## src/rtl/slcan_pkg.sv

```systemverilog
// shared types and constants for the serial-line can ascii frame decoder
// no dependencies; imported by every module of the block
`default_nettype none

package slcan_pkg;

  // line length limit in stored characters
  localparam int unsigned MaxLineDefault = 33;

  // depth of the queue between classifier and parser
  localparam int unsigned QueueDepth = 2;

  // widths fixed by the frame format
  localparam int unsigned IdWidth      = 29;
  localparam int unsigned DlcWidth     = 4;
  localparam int unsigned PayloadWidth = 64;
  localparam int unsigned NibbleCount  = PayloadWidth / 4;

  // characters with a meaning of their own
  localparam logic [7:0] ChCr  = 8'h0d;
  localparam logic [7:0] ChBel = 8'h07;

  // command letters that open a line
  localparam logic [7:0] ChStdData   = 8'h74;  // t
  localparam logic [7:0] ChStdRemote = 8'h72;  // r
  localparam logic [7:0] ChExtData   = 8'h54;  // T
  localparam logic [7:0] ChExtRemote = 8'h52;  // R

  typedef enum logic [1:0] {
    STATUS_OK       = 2'd0,
    STATUS_ABORTED  = 2'd1,
    STATUS_BAD      = 2'd2,
    STATUS_TOO_LONG = 2'd3
  } status_e;

  typedef enum logic [1:0] {
    KIND_ERR  = 2'd0,
    KIND_TERM = 2'd1,
    KIND_CHAR = 2'd2
  } kind_e;

  // one classified item as it travels from the front to the parser
  typedef struct packed {
    kind_e      kind;
    logic [3:0] nib;      // hex value, or dlc value for a digit
    logic       hex_ok;
    logic       cmd_ok;
    logic       cmd_ext;
    logic       cmd_rtr;
    logic       dlc_ok;
  } item_t;

endpackage

`default_nettype wire

```

## src/rtl/slcan_front.sv

```systemverilog
// front part: holds the carrier mode register and classifies each received item
// depends on slcan_pkg
`default_nettype none

module slcan_front import slcan_pkg::*; (
  input  wire logic       clk_i,
  input  wire logic       rst_ni,
  input  wire logic       cfg_we_i,
  input  wire logic       cfg_data_i,
  input  wire logic [7:0] rx_byte_i,
  input  wire logic       line_error_i,
  input  wire logic       carrier_on_i,
  output item_t           item_o
);

  logic ignore_carrier_q;

  always_ff @(posedge clk_i or negedge rst_ni) begin
    if (!rst_ni) begin
      ignore_carrier_q <= 1'b0;
    end else if (cfg_we_i) begin
      ignore_carrier_q <= cfg_data_i;
    end
  end

  always_comb begin
    item_o = '0;

    if (line_error_i || (!carrier_on_i && !ignore_carrier_q)) begin
      item_o.kind = KIND_ERR;
    end else if (rx_byte_i == ChCr || rx_byte_i == ChBel) begin
      item_o.kind = KIND_TERM;
    end else begin
      item_o.kind = KIND_CHAR;
    end

    // hex digit in either case
    if (rx_byte_i inside {[8'h30:8'h39]}) begin
      item_o.nib    = rx_byte_i[3:0];
      item_o.hex_ok = 1'b1;
    end else if (rx_byte_i inside {[8'h41:8'h46], [8'h61:8'h66]}) begin
      item_o.nib    = rx_byte_i[3:0] + 4'd9;
      item_o.hex_ok = 1'b1;
    end

    // dlc digit zero to eight
    item_o.dlc_ok = rx_byte_i inside {[8'h30:8'h38]};

    // command letters t r T R
    item_o.cmd_ok  = rx_byte_i inside {ChStdData, ChStdRemote, ChExtData, ChExtRemote};
    item_o.cmd_ext = rx_byte_i == ChExtData || rx_byte_i == ChExtRemote;
    item_o.cmd_rtr = rx_byte_i == ChStdRemote || rx_byte_i == ChExtRemote;
  end

endmodule

`default_nettype wire

```

## src/rtl/slcan_fifo.sv

```systemverilog
// short register queue of classified items between front and parser
// depends on slcan_pkg
`default_nettype none

module slcan_fifo import slcan_pkg::*; (
  input  wire logic clk_i,
  input  wire logic rst_ni,
  input  wire logic push_i,
  input  item_t     item_i,
  output logic      full_o,
  input  wire logic pop_i,
  output logic      valid_o,
  output item_t     item_o
);

  localparam int unsigned PtrW = (QueueDepth > 1) ? $clog2(QueueDepth) : 1;
  localparam int unsigned CntW = $clog2(QueueDepth + 1);
  localparam logic [PtrW-1:0] LastPtr = PtrW'(QueueDepth - 1);

  item_t           mem_q [QueueDepth];
  logic [PtrW-1:0] wr_ptr_q, wr_ptr_d;
  logic [PtrW-1:0] rd_ptr_q, rd_ptr_d;
  logic [CntW-1:0] cnt_q, cnt_d;

  assign full_o  = cnt_q == CntW'(QueueDepth);
  assign valid_o = cnt_q != '0;
  assign item_o  = mem_q[rd_ptr_q];

  always_comb begin
    wr_ptr_d = wr_ptr_q;
    rd_ptr_d = rd_ptr_q;
    cnt_d    = cnt_q;
    if (push_i) begin
      wr_ptr_d = (wr_ptr_q == LastPtr) ? '0 : wr_ptr_q + 1'b1;
    end
    if (pop_i) begin
      rd_ptr_d = (rd_ptr_q == LastPtr) ? '0 : rd_ptr_q + 1'b1;
    end
    if (push_i && !pop_i) begin
      cnt_d = cnt_q + 1'b1;
    end else if (pop_i && !push_i) begin
      cnt_d = cnt_q - 1'b1;
    end
  end

  always_ff @(posedge clk_i or negedge rst_ni) begin
    if (!rst_ni) begin
      wr_ptr_q <= '0;
      rd_ptr_q <= '0;
      cnt_q    <= '0;
    end else begin
      wr_ptr_q <= wr_ptr_d;
      rd_ptr_q <= rd_ptr_d;
      cnt_q    <= cnt_d;
    end
  end

  always_ff @(posedge clk_i) begin
    if (push_i) begin
      mem_q[wr_ptr_q] <= item_i;
    end
  end

endmodule

`default_nettype wire

```

## src/rtl/slcan_back.sv

```systemverilog
// back part: line parser state, frame checks and the output register
// depends on slcan_pkg
`default_nettype none

module slcan_back import slcan_pkg::*; #(
  parameter int unsigned MAX_LINE = MaxLineDefault
) (
  input  wire logic                    clk_i,
  input  wire logic                    rst_ni,
  input  wire logic                    item_valid_i,
  input  item_t                        item_i,
  output logic                         pop_o,
  output logic                         out_valid_o,
  input  wire logic                    out_stall_i,
  output logic [1:0]                   status_o,
  output logic [IdWidth-1:0]           frame_id_o,
  output logic                         extended_o,
  output logic                         remote_o,
  output logic [DlcWidth-1:0]          length_code_o,
  output logic [PayloadWidth-1:0]      payload_o
);

  localparam int unsigned CW = $clog2(MAX_LINE + 1);
  localparam logic [CW-1:0] MaxCount = CW'(MAX_LINE);

  logic [CW-1:0]           count_q, count_d;
  logic                    error_seen_q, error_seen_d;
  logic                    line_bad_q, line_bad_d;
  logic                    ext_q, ext_d;
  logic                    rtr_q, rtr_d;
  logic [IdWidth-1:0]      id_q, id_d;
  logic [DlcWidth-1:0]     dlc_q, dlc_d;
  logic [PayloadWidth-1:0] data_q, data_d;

  logic                    adv;
  logic                    res_valid;
  status_e                 res_status;
  logic [IdWidth-1:0]      res_id;
  logic                    res_ext;
  logic                    res_rtr;
  logic [DlcWidth-1:0]     res_dlc;
  logic [PayloadWidth-1:0] res_data;
  logic [CW-1:0]           idlen;
  logic [CW-1:0]           k;
  logic [CW-1:0]           need;
  logic                    clear;

  logic                    out_valid_q;
  status_e                 status_q;
  logic [IdWidth-1:0]      frame_id_q;
  logic                    extended_q;
  logic                    remote_q;
  logic [DlcWidth-1:0]     length_code_q;
  logic [PayloadWidth-1:0] payload_q;

  // the parser moves on whenever the output slot is free or being taken
  assign adv   = !out_valid_q || !out_stall_i;
  assign pop_o = item_valid_i && adv;

  assign idlen = ext_q ? CW'(8) : CW'(3);
  assign k     = count_q - (idlen + CW'(2));
  assign need  = idlen + CW'(2) + (rtr_q ? '0 : CW'({dlc_q, 1'b0}));

  always_comb begin
    count_d      = count_q;
    error_seen_d = error_seen_q;
    line_bad_d   = line_bad_q;
    ext_d        = ext_q;
    rtr_d        = rtr_q;
    id_d         = id_q;
    dlc_d        = dlc_q;
    data_d       = data_q;
    res_valid    = 1'b0;
    res_status   = STATUS_OK;
    res_id       = '0;
    res_ext      = 1'b0;
    res_rtr      = 1'b0;
    res_dlc      = '0;
    res_data     = '0;
    clear        = 1'b0;

    if (pop_o) begin
      case (item_i.kind)
        KIND_ERR: begin
          error_seen_d = 1'b1;
        end
        KIND_CHAR, KIND_TERM: begin
          if (count_q >= MaxCount) begin
            res_valid  = 1'b1;
            res_status = STATUS_TOO_LONG;
            clear      = 1'b1;
          end else if (item_i.kind == KIND_CHAR) begin
            count_d = count_q + 1'b1;
            if (!line_bad_q) begin
              if (count_q == '0) begin
                if (item_i.cmd_ok) begin
                  ext_d = item_i.cmd_ext;
                  rtr_d = item_i.cmd_rtr;
                end else begin
                  line_bad_d = 1'b1;
                end
              end else if (count_q <= idlen) begin
                if (item_i.hex_ok) begin
                  id_d = {id_q[IdWidth-5:0], item_i.nib};
                end else begin
                  line_bad_d = 1'b1;
                end
              end else if (count_q == idlen + CW'(1)) begin
                if (item_i.dlc_ok) begin
                  dlc_d = item_i.nib;
                end else begin
                  line_bad_d = 1'b1;
                end
              end else if (!rtr_q) begin
                if (k < CW'({dlc_q, 1'b0}) && k < CW'(NibbleCount)) begin
                  if (item_i.hex_ok) begin
                    for (int i = 0; i < NibbleCount; i++) begin
                      if (k[3:0] == 4'(i)) begin
                        data_d[PayloadWidth-1-4*i -: 4] =
                          data_q[PayloadWidth-1-4*i -: 4] | item_i.nib;
                      end
                    end
                  end else begin
                    line_bad_d = 1'b1;
                  end
                end
              end
            end
          end else begin
            // terminator
            res_valid = 1'b1;
            clear     = 1'b1;
            if (error_seen_q) begin
              error_seen_d = 1'b0;
              res_status   = STATUS_ABORTED;
            end else if (line_bad_q || count_q < need) begin
              res_status = STATUS_BAD;
            end else begin
              res_status = STATUS_OK;
              res_id     = ext_q ? id_q : {{(IdWidth-11){1'b0}}, id_q[10:0]};
              res_ext    = ext_q;
              res_rtr    = rtr_q;
              res_dlc    = dlc_q;
              res_data   = rtr_q ? '0 : data_q;
            end
          end
        end
        default: begin
          error_seen_d = error_seen_q;
        end
      endcase
    end

    if (clear) begin
      count_d    = '0;
      line_bad_d = 1'b0;
      ext_d      = 1'b0;
      rtr_d      = 1'b0;
      id_d       = '0;
      dlc_d      = '0;
      data_d     = '0;
    end
  end

  always_ff @(posedge clk_i or negedge rst_ni) begin
    if (!rst_ni) begin
      count_q      <= '0;
      error_seen_q <= 1'b0;
      line_bad_q   <= 1'b0;
      ext_q        <= 1'b0;
      rtr_q        <= 1'b0;
      id_q         <= '0;
      dlc_q        <= '0;
      data_q       <= '0;
      out_valid_q  <= 1'b0;
    end else begin
      count_q      <= count_d;
      error_seen_q <= error_seen_d;
      line_bad_q   <= line_bad_d;
      ext_q        <= ext_d;
      rtr_q        <= rtr_d;
      id_q         <= id_d;
      dlc_q        <= dlc_d;
      data_q       <= data_d;
      if (adv) begin
        out_valid_q <= res_valid;
      end
    end
  end

  always_ff @(posedge clk_i) begin
    if (adv && res_valid) begin
      status_q      <= res_status;
      frame_id_q    <= res_id;
      extended_q    <= res_ext;
      remote_q      <= res_rtr;
      length_code_q <= res_dlc;
      payload_q     <= res_data;
    end
  end

  assign out_valid_o   = out_valid_q;
  assign status_o      = status_q;
  assign frame_id_o    = frame_id_q;
  assign extended_o    = extended_q;
  assign remote_o      = remote_q;
  assign length_code_o = length_code_q;
  assign payload_o     = payload_q;

endmodule

`default_nettype wire

```

## src/rtl/slcan_ascii_frame_decoder.sv

```systemverilog
// an accepted terminating item passes the queue and the parser into the output register
// throughput: one item per cycle, set by the parser taking one queued item per cycle
// input stall rises only when the two-entry queue is full; output stall holds the parser
// reset: asynchronous active low, clears queue, line state, error flag and carrier mode
// no clearing pass after reset; items are taken from the first cycle
// depends on slcan_pkg, slcan_front, slcan_fifo, slcan_back
`default_nettype none

module slcan_ascii_frame_decoder import slcan_pkg::*; #(
  parameter int unsigned MAX_LINE = MaxLineDefault
) (
  input  wire logic                    clk_i,
  input  wire logic                    rst_ni,
  // configuration write channel, carrier mode only
  input  wire logic                    cfg_valid_i,
  output logic                         cfg_ready_o,
  input  wire logic                    cfg_data_i,
  // received items
  input  wire logic                    in_valid_i,
  output logic                         in_stall_o,
  input  wire logic [7:0]              rx_byte_i,
  input  wire logic                    line_error_i,
  input  wire logic                    carrier_on_i,
  // decoded frames and line status
  output logic                         out_valid_o,
  input  wire logic                    out_stall_i,
  output logic [1:0]                   status_o,
  output logic [IdWidth-1:0]           frame_id_o,
  output logic                         extended_o,
  output logic                         remote_o,
  output logic [DlcWidth-1:0]          length_code_o,
  output logic [PayloadWidth-1:0]      payload_o
);

  item_t front_item;
  item_t queue_item;
  logic  queue_full;
  logic  queue_valid;
  logic  queue_pop;
  logic  in_accept;

  // the carrier mode register is always writable
  assign cfg_ready_o = 1'b1;

  // an item is taken whenever the queue has room, whatever the output side does
  assign in_stall_o = queue_full;
  assign in_accept  = in_valid_i && !queue_full;

  // classify the received item: error, terminator, or a character with its decodes
  slcan_front u_front (
    .clk_i        (clk_i),
    .rst_ni       (rst_ni),
    .cfg_we_i     (cfg_valid_i && cfg_ready_o),
    .cfg_data_i   (cfg_data_i),
    .rx_byte_i    (rx_byte_i),
    .line_error_i (line_error_i),
    .carrier_on_i (carrier_on_i),
    .item_o       (front_item)
  );

  // short queue so front and parser stall independently
  slcan_fifo u_fifo (
    .clk_i   (clk_i),
    .rst_ni  (rst_ni),
    .push_i  (in_accept),
    .item_i  (front_item),
    .full_o  (queue_full),
    .pop_i   (queue_pop),
    .valid_o (queue_valid),
    .item_o  (queue_item)
  );

  // line parser and output register
  slcan_back #(
    .MAX_LINE (MAX_LINE)
  ) u_back (
    .clk_i         (clk_i),
    .rst_ni        (rst_ni),
    .item_valid_i  (queue_valid),
    .item_i        (queue_item),
    .pop_o         (queue_pop),
    .out_valid_o   (out_valid_o),
    .out_stall_i   (out_stall_i),
    .status_o      (status_o),
    .frame_id_o    (frame_id_o),
    .extended_o    (extended_o),
    .remote_o      (remote_o),
    .length_code_o (length_code_o),
    .payload_o     (payload_o)
  );

endmodule

`default_nettype wire

```

## config.mk

```make
export PLATFORM = sky130hd
export DESIGN_NAME = slcan_ascii_frame_decoder
export DESIGN_NICKNAME = d
export VERILOG_FILES = /design/src/rtl/slcan_pkg.sv /design/src/rtl/slcan_front.sv /design/src/rtl/slcan_fifo.sv /design/src/rtl/slcan_back.sv /design/src/rtl/slcan_ascii_frame_decoder.sv
export SDC_FILE = /design/constraint.sdc
export NUM_CORES = 1
export LEC_CHECK = 0
export CAP_MARGIN = 5
export CORE_UTILIZATION = 51
export DETAILED_ROUTE_END_ITERATION = 16
export DONT_BUFFER_PORTS = 1
export PLACE_DENSITY_LB_ADDON = 0.2
export SYNTH_ARGS = -nofsm -noshare
export SYNTH_HDL_FRONTEND = slang
export SYNTH_HIERARCHICAL = 1
export SYNTH_SLANG_ARGS = --single-unit
```

## constraint.sdc

```tcl
create_clock -name clk_i -period 3.8 [get_ports clk_i]
set_input_delay 0.38 -clock clk_i [delete_from_list [all_inputs] [get_ports clk_i]]
set_output_delay 0.38 -clock clk_i [all_outputs]
set_load 0.05 [all_outputs]
```

Word level (Yosys, flattened, before mapping)

Memory sizes are Yosys's and may differ from the RTL's.
Index checks and enable logic that the tools add are counted.

Add/sub/neg operators: 10
$lt $le $gt $ge: 12
Eq/ne operators: 33
Reductions and logical operators: 84
Bitwise operators: 19
Muxes and demuxes: 105

Operators by type and width:

| operator                                                                             | count |
|---|---|
| 64-bit 2-to-1 mux                                                                    | 12 |
| 29-bit 2-to-1 mux                                                                    | 9 |
| 12-bit AND reduction                                                                 | 16 |
| 4-bit 2-to-1 mux                                                                     | 27 |
| 4-bit bitwise OR                                                                     | 16 |
| 2-bit nonzero test                                                                   | 30 |
| 1-bit 2-to-1 mux                                                                     | 40 |
| 4-bit == test (second input constant)                                                | 8 |
| 8-bit by 7-bit == test with 1-bit output (second input constant)                     | 4 |
| 6-bit 2-to-1 mux                                                                     | 5 |
| 4-bit by 3-bit == test with 1-bit output (second input constant)                     | 4 |
| 8-bit by 7-bit greater-or-equal comparator with 1-bit output (second input constant) | 2 |
| 8-bit by 6-bit less-or-equal comparator with 1-bit output (second input constant)    | 2 |
| 8-bit by 7-bit less-or-equal comparator with 1-bit output (second input constant)    | 2 |
| 2-bit 2-to-1 mux                                                                     | 8 |
| 5-bit 2-to-1 mux                                                                     | 3 |
| 7-bit OR reduction                                                                   | 2 |
| 6-bit by 1-bit adder with 6-bit output (second input constant)                       | 2 |
| 1-bit logical AND                                                                    | 11 |
| 9-bit AND reduction                                                                  | 1 |
| 4-bit by 2-bit == test with 1-bit output (second input constant)                     | 2 |
| 8-bit by 3-bit == test with 1-bit output (second input constant)                     | 1 |
| 8-bit by 4-bit == test with 1-bit output (second input constant)                     | 1 |
| 8-bit by 6-bit greater-or-equal comparator with 1-bit output (second input constant) | 1 |
| other kinds (32)                                                                     | 54 |

Memories: 1
Logic and storage cells: 299
Register bits: 214
Output and inout port bits: 104
Bits in writable memories: 22

Memory list:

| name         | depth | bits a word | rd ports | clocked after memory_dff | write ports | line             | RTL |
|---|---|---|---|---|---|---|---|
| u_fifo.mem_q | 2     | 11          | 1        | 0                        | 1           | slcan_fifo.sv:20 | `item_t mem_q [QueueDepth];` |

Depth between registers and ports, before layout

Depth after elaboration: 17
Depth in mapped cells: 14

Modules after synthesis

The synthesis kept the hierarchy.

By module, submodules not included:

| module                    | seq. area each (um2) | instances | area an instance (um2) | cells an instance |
|---|---|---|---|---|
| slcan_back                | 5735.5               | 1         | 8922.3                 | 744 |
| slcan_fifo                | 760.7                | 1         | 1019.7                 | 50 |
| slcan_front               | 25.0                 | 1         | 347.8                  | 44 |
| slcan_ascii_frame_decoder | 0.0                  | 1         | 25.0                   | 3 |

Least setup slack after synthesis

No wires, ideal clock.

Path type: flip-flop to flip-flop
Start point: reg u_back.ext_q
End point: reg u_back.line_bad_q
Clock period less this slack: 3225 ps
Stages on the path, launching flop included: 13
Setup slack: 575 ps
Setup time: 124 ps
Data arrival time: 3101 ps
Required time: 3676 ps
Path buffers: 1
Cells stage by stage: dfrtp_1 > clkbuf_1 > inv_1 > ha_1 > fa_1 > xor2_1 > inv_1 > ha_1 > o21ai_0 > a21oi_1 > nor3_2 > and4b_1 > o31a_1

Longest elaborated chain between the ends: 16
Elaborated cells on any way between the ends: 20
Those cells by class: add/sub (3); order compare (3); eq/ne (1); mux (12); reduce/logical (1)

RTL lines:

| item                                          | line              | RTL |
|---|---|---|
| from (decl)                                   | slcan_back.sv:29  | `logic ext_q, ext_d;` |
| from (signal assigned)                        | slcan_back.sv:180 | `ext_q <= ext_d;` |
| 4-bit 2-to-1 mux (*)                          | slcan_back.sv:60  | `assign idlen = ext_q ? CW'(8) : CW'(3);` |
| 6-bit by 2-bit adder with 6-bit output        | slcan_back.sv:61  | `assign k = count_q - (idlen + CW'(2));` |
| 6-bit subtractor                              | slcan_back.sv:61  |  |
| 6-bit by 5-bit < comparator with 1-bit output | slcan_back.sv:115 | `if (k < CW'({dlc_q, 1'b0}) && k < CW'(NibbleCount)) begin` |
| 1-bit logical AND                             | slcan_back.sv:115 |  |
| 1-bit 2-to-1 mux                              | slcan_back.sv:115 |  |
| 1-bit 2-to-1 mux                              | slcan_back.sv:114 | `end else if (!rtr_q) begin` |
| 1-bit 2-to-1 mux                              | slcan_back.sv:108 | `end else if (count_q == idlen + CW'(1)) begin` |
| 1-bit 2-to-1 mux (*)                          | slcan_back.sv:102 | `end else if (count_q <= idlen) begin` |
| 1-bit 2-to-1 mux (*)                          | slcan_back.sv:95  | `if (count_q == '0) begin` |
| 1-bit 2-to-1 mux (*)                          | slcan_back.sv:94  | `if (!line_bad_q) begin` |
| 1-bit 2-to-1 mux (*)                          | slcan_back.sv:92  | `end else if (item_i.kind == KIND_CHAR) begin` |
| 1-bit 2-to-1 mux (*)                          | slcan_back.sv:88  | `if (count_q >= MaxCount) begin` |
| 1-bit 2-to-1 mux (*)                          | slcan_back.sv:83  | `case (item_i.kind)` |
| 1-bit 2-to-1 mux (*)                          | slcan_back.sv:82  | `if (pop_o) begin` |
| 1-bit 2-to-1 mux (*)                          | slcan_back.sv:154 | `if (clear) begin` |
| to (signal assigned)                          | slcan_back.sv:179 | `line_bad_q <= line_bad_d;` |
| to (decl)                                     | slcan_back.sv:28  | `logic line_bad_q, line_bad_d;` |

Every way passes the cells marked *; elsewhere a longest branch is shown, timed or not. The select of a mux whose other input is x is not followed.
A chain may end at the register's enable or synchronous reset.

Final worst setup path

Start point: reg u_back.count_q[0]
End point: reg u_back.data_q[28]

Longest elaborated chain between the ends: 6
Elaborated cells on any way between the ends: 26
Those cells by class: add/sub (1); order compare (4); eq/ne (8); mux (4); reduce/logical (9)

RTL lines:

| item                                                                     | line              | RTL |
|---|---|---|
| from (decl)                                                              | slcan_back.sv:26  | `logic [CW-1:0] count_q, count_d;` |
| from (signal assigned)                                                   | slcan_back.sv:177 | `count_q <= count_d;` |
| parallel branches: the longest is 6 deep, another holds 6-bit subtractor | --                |  |
| to (signal assigned)                                                     | slcan_back.sv:184 | `data_q <= data_d;` |
| to (decl)                                                                | slcan_back.sv:33  | `logic [PayloadWidth-1:0] data_q, data_d;` |

Several ways; the timed one is not identified.

==> impl_metrics.yaml <==
worst_setup_path:
  arrival_ps: 3760
  cp_data_required_time_ps: 4180
  r2r_slack_ps: 420
  r2r_cells: 11
  setup.worst_path.class: "reg -> reg"
  cp_max_fo: 6
  cp-startpoint: "u_back/count_q[0]"
  timing.rr.start: "u_back/count_q[0]"
  cp_slowest_stage_delay_ps: 410
  worst_path_max_delay_cell: "dfrtp_1"
  regToRegEndpoint: "u_back/data_q[28]"
  cp-end-kind: "register"
  path_cells: "inv_1, ha_1, fa_1, xor2_1, inv_1, ha_1, o21ai_0, a21oi_1, nor3_2, nand2_1, o41ai_1"
  start_kind: "register"
  endpoint: "u_back/data_q[28]"
yosys:
  muxShareOfSynthArea_pct: 2.05
  post-synth-top-area-cell: "edfxtp_1"
  yosys.area_share.xor_xnor_pct: 1.18
  synth-compound-area-share_pct: 9.15
  synth_fa_ha_area_share_pct: 3.86
  ys_ff_latch: 236
  synth-simple-area-share_pct: 17.5
  avgSynthCellArea_um2: 12.3
  async_flop_share_pct: 47.9
  synth_ff_type: "edfxtp_1"
  ys.warnings.count: 6
  synth_most_common_cell: "edfxtp_1"
  syn-instance-count: 841
  synthTopCellsByCount: "edfxtp_1, dfrtp_1, nand2_1"
  synth_area_leaders: "edfxtp_1, dfrtp_1, and3_1, nand2_1, o21ai_0"
  synth_sequential_area_ratio_pct: 63.2
  synth_cell_type_count: 77
  synth_top_area_share_pct: 35.8
  synth-edff-count: 123
  synth_top_family_by_area: "simple AND/OR/NAND/NOR gates"
  syn_nets: 887
  syn_area_um2: 10300
drt:
  vias: 6353
  wl_per_cell_um: 18.6
  detail-route-antenna-nets: 0
  wl_mm: 20.9
  avgViaCountPerCell: 5.66
  drc: 0
  drt_iter0_markers: 501
  drt_first_pass_iters: 5
timing:
  relSlewSlack_pct: 36.9
  hold_viol: 0
  finalCriticalPeriod_ps: 3380
  final.setup.tns_ps: 0
  setup_violations: 0
  drv_slew: 0
  holdWs_ps: 21.3
  rsz0062_at_grt: "false"
  timing.fmax_mhz: 296
  finalClockSkew_ps: 15.4
  worstMarginPinSlew_ps: 945
  fin_crit_sh_pct: 88.9
pwr:
  p_switching_mw: 3.70
  p_per_area_nw_per_um2: 794
  intPower_mw: 5.34
  leakagePower_nw: 4.83
  power_mw: 9.04
  p_sw_share_pct: 40.9
  comb_power_share_pct: 30.1
  pwr-share-clk_pct: 25.4
  ir_worst_vdd_mv: 0.389
  seqPwrFrac_pct: 44.5
placed_design:
  dp_hpwl_mm: 14.0
  io_buffers: 0
  dp.cells: 1075
  gp_congestion: 0.823
global_routing:
  gr-total-overflow: 0
  grt_usage_pct: 20.8
  grt_max_degree: 114
  grt_pass1_vias: 6194
  grt_pass1_wl_mm: 33.3
  antenna_found_initial: 0
cells_and_area:
  layout.cells.non_filler: 1122
  diodes: 0
  nFillCells: 1623
  multi_input_area_um2: 3490
  regArea_um2: 6520
  fin_util_pct: 57.9
  drive_gt1_share_pct: 10.3
  fin_nets: 885
  syn_to_final_growth_pct: 10.4
job:
  cap_viol_max_count: 0
floorplan:
  rows: 51
  die_height_um: 144
  die_area_um2: 20800
  fp.coreArea_um2: 19700
  die_w_um: 144
  initial_core_util_pct: 52.5
  ios: 120
cts:
  clkSinkCount: 236
  cts_setup_buffers: 0
  clk_pin_slew_ps: 60
  cts_max_path_buffers: 3
  h-tree-depth: 1
  clk_latency_ps: 520
  cts_resized: 0
  cts_hold_buf: 3
  cts_root_buf: "clkbuf_16"
  cts_tree: "done"
  cts_made_buffers: 24
status:
  status: "completed"
hold_path:
  holdCritPathClass: "in -> reg"
-- how the worst min path moves through the flow --
stage	from	endpoint	slack [ps]	cells after the start
after CTS	cfg_data_i	u_front/ignore_carrier_q	5	1
final	cfg_data_i	u_front/ignore_carrier_q	20	1
after global routing	cfg_data_i	u_front/ignore_carrier_q	10	1
after detailed placement	rst_ni	u_back/out_valid_o	90	0
after floorplan	rst_ni	u_back/count_q[0]	80	0
after global placement	rst_ni	u_fifo/wr_ptr_q	90	0
-- layout by cell type, fill, tap and decap left out, types with 5 or more instances in the layout --
cell type and count:
a21oi_1 12, a22o_1 10, a31oi_1 5, and2_1 21
and3_1 85, buf_4 11, clkbuf_1 5, clkbuf_16 28
dfrtp_1 113, edfxtp_1 123, ha_1 27, inv_1 20
mux2_2 5, mux2_4 9, nand2_1 111, nand2b_1 6
nand3_1 30, nand4_1 7, nor2_1 25, nor2b_1 5
nor3_1 5, o21ai_0 77, o21ai_1 11, xor2_1 8
-- state kept, by name (all words and copies together), names as in the netlist, 2 cells and up --
signal	flops
u_back/count_q	6
u_back/data_q	64
u_back/dlc_q	4
u_back/frame_id_o	29
u_back/id_q	29
u_back/length_code_o	4
u_back/payload_o	64
u_back/status_o	2
u_fifo/cnt_q	2
u_fifo/mem_q	22
-- power by group through the flow --
stage          clock (mW)  combinational (mW)  sequential [mW]
3_5_place_dp            0                2.69             4.07
6_report             2.30                2.72             4.02
4_1_cts              2.35                2.73             4.02
2_1_floorplan           0                1.96             4.01
3_3_place_gp            0                2.62             4.06
5_1_grt              2.45                3.03             4.06
-- per-stage QoR --
step,setup slack [ps],cell area [µm²]
finish,422,11400
global placement,590,10500
CTS,440,11400
global route,136,11400
detailed placement,464,10500
floorplan,575,10300
-- final cells by class --
type,instances,share of cell area (%)
sequential,236,57.3
multi-input combinational,540,30.6
clock buffer,34,6.44
tap,265,2.91
timing repair buffer,16,1.49
inverter,21,0.714
clock inverter,10,0.527
-- worst max-delay path, delay by kind of cell, from the launching register on --
kind | cells | cell delay, ps
simple gates | 2 | 540
fa+ha+maj | 3 | 1000
xor+xnor | 1 | 370
flops | 1 | 410
buf+inv | 2 | 300
compound gates | 3 | 630
-- cells by family (layout without fill, tap and decap cells) --
| family | count (synthesis) | after routing |
|---|---|---|
| flip-flops | 236 | 236 |
| multiplexers | 16 | 16 |
| AND/OR/NAND/NOR | 331 | 331 |
| adder cells (fa/ha/maj) | 30 | 30 |
| other | 1 | 1 |
| XOR/XNOR | 13 | 13 |
| buffers and inverters | 65 | 81 |
| AO/OA/AOI/OAI | 149 | 149 |
-- metal layers --
| layer | wire [µm] | global-route usage (%) |
|---|---|---|
| met1 | 9450 | 28.1 |
| met2 | 10000 | 35.1 |
| met3 | 1130 | 3.44 |
| met4 | 295 | 5.04 |
| met5 | 0 | 0 |
Note: power is estimated with default switching activity, not from simulation.
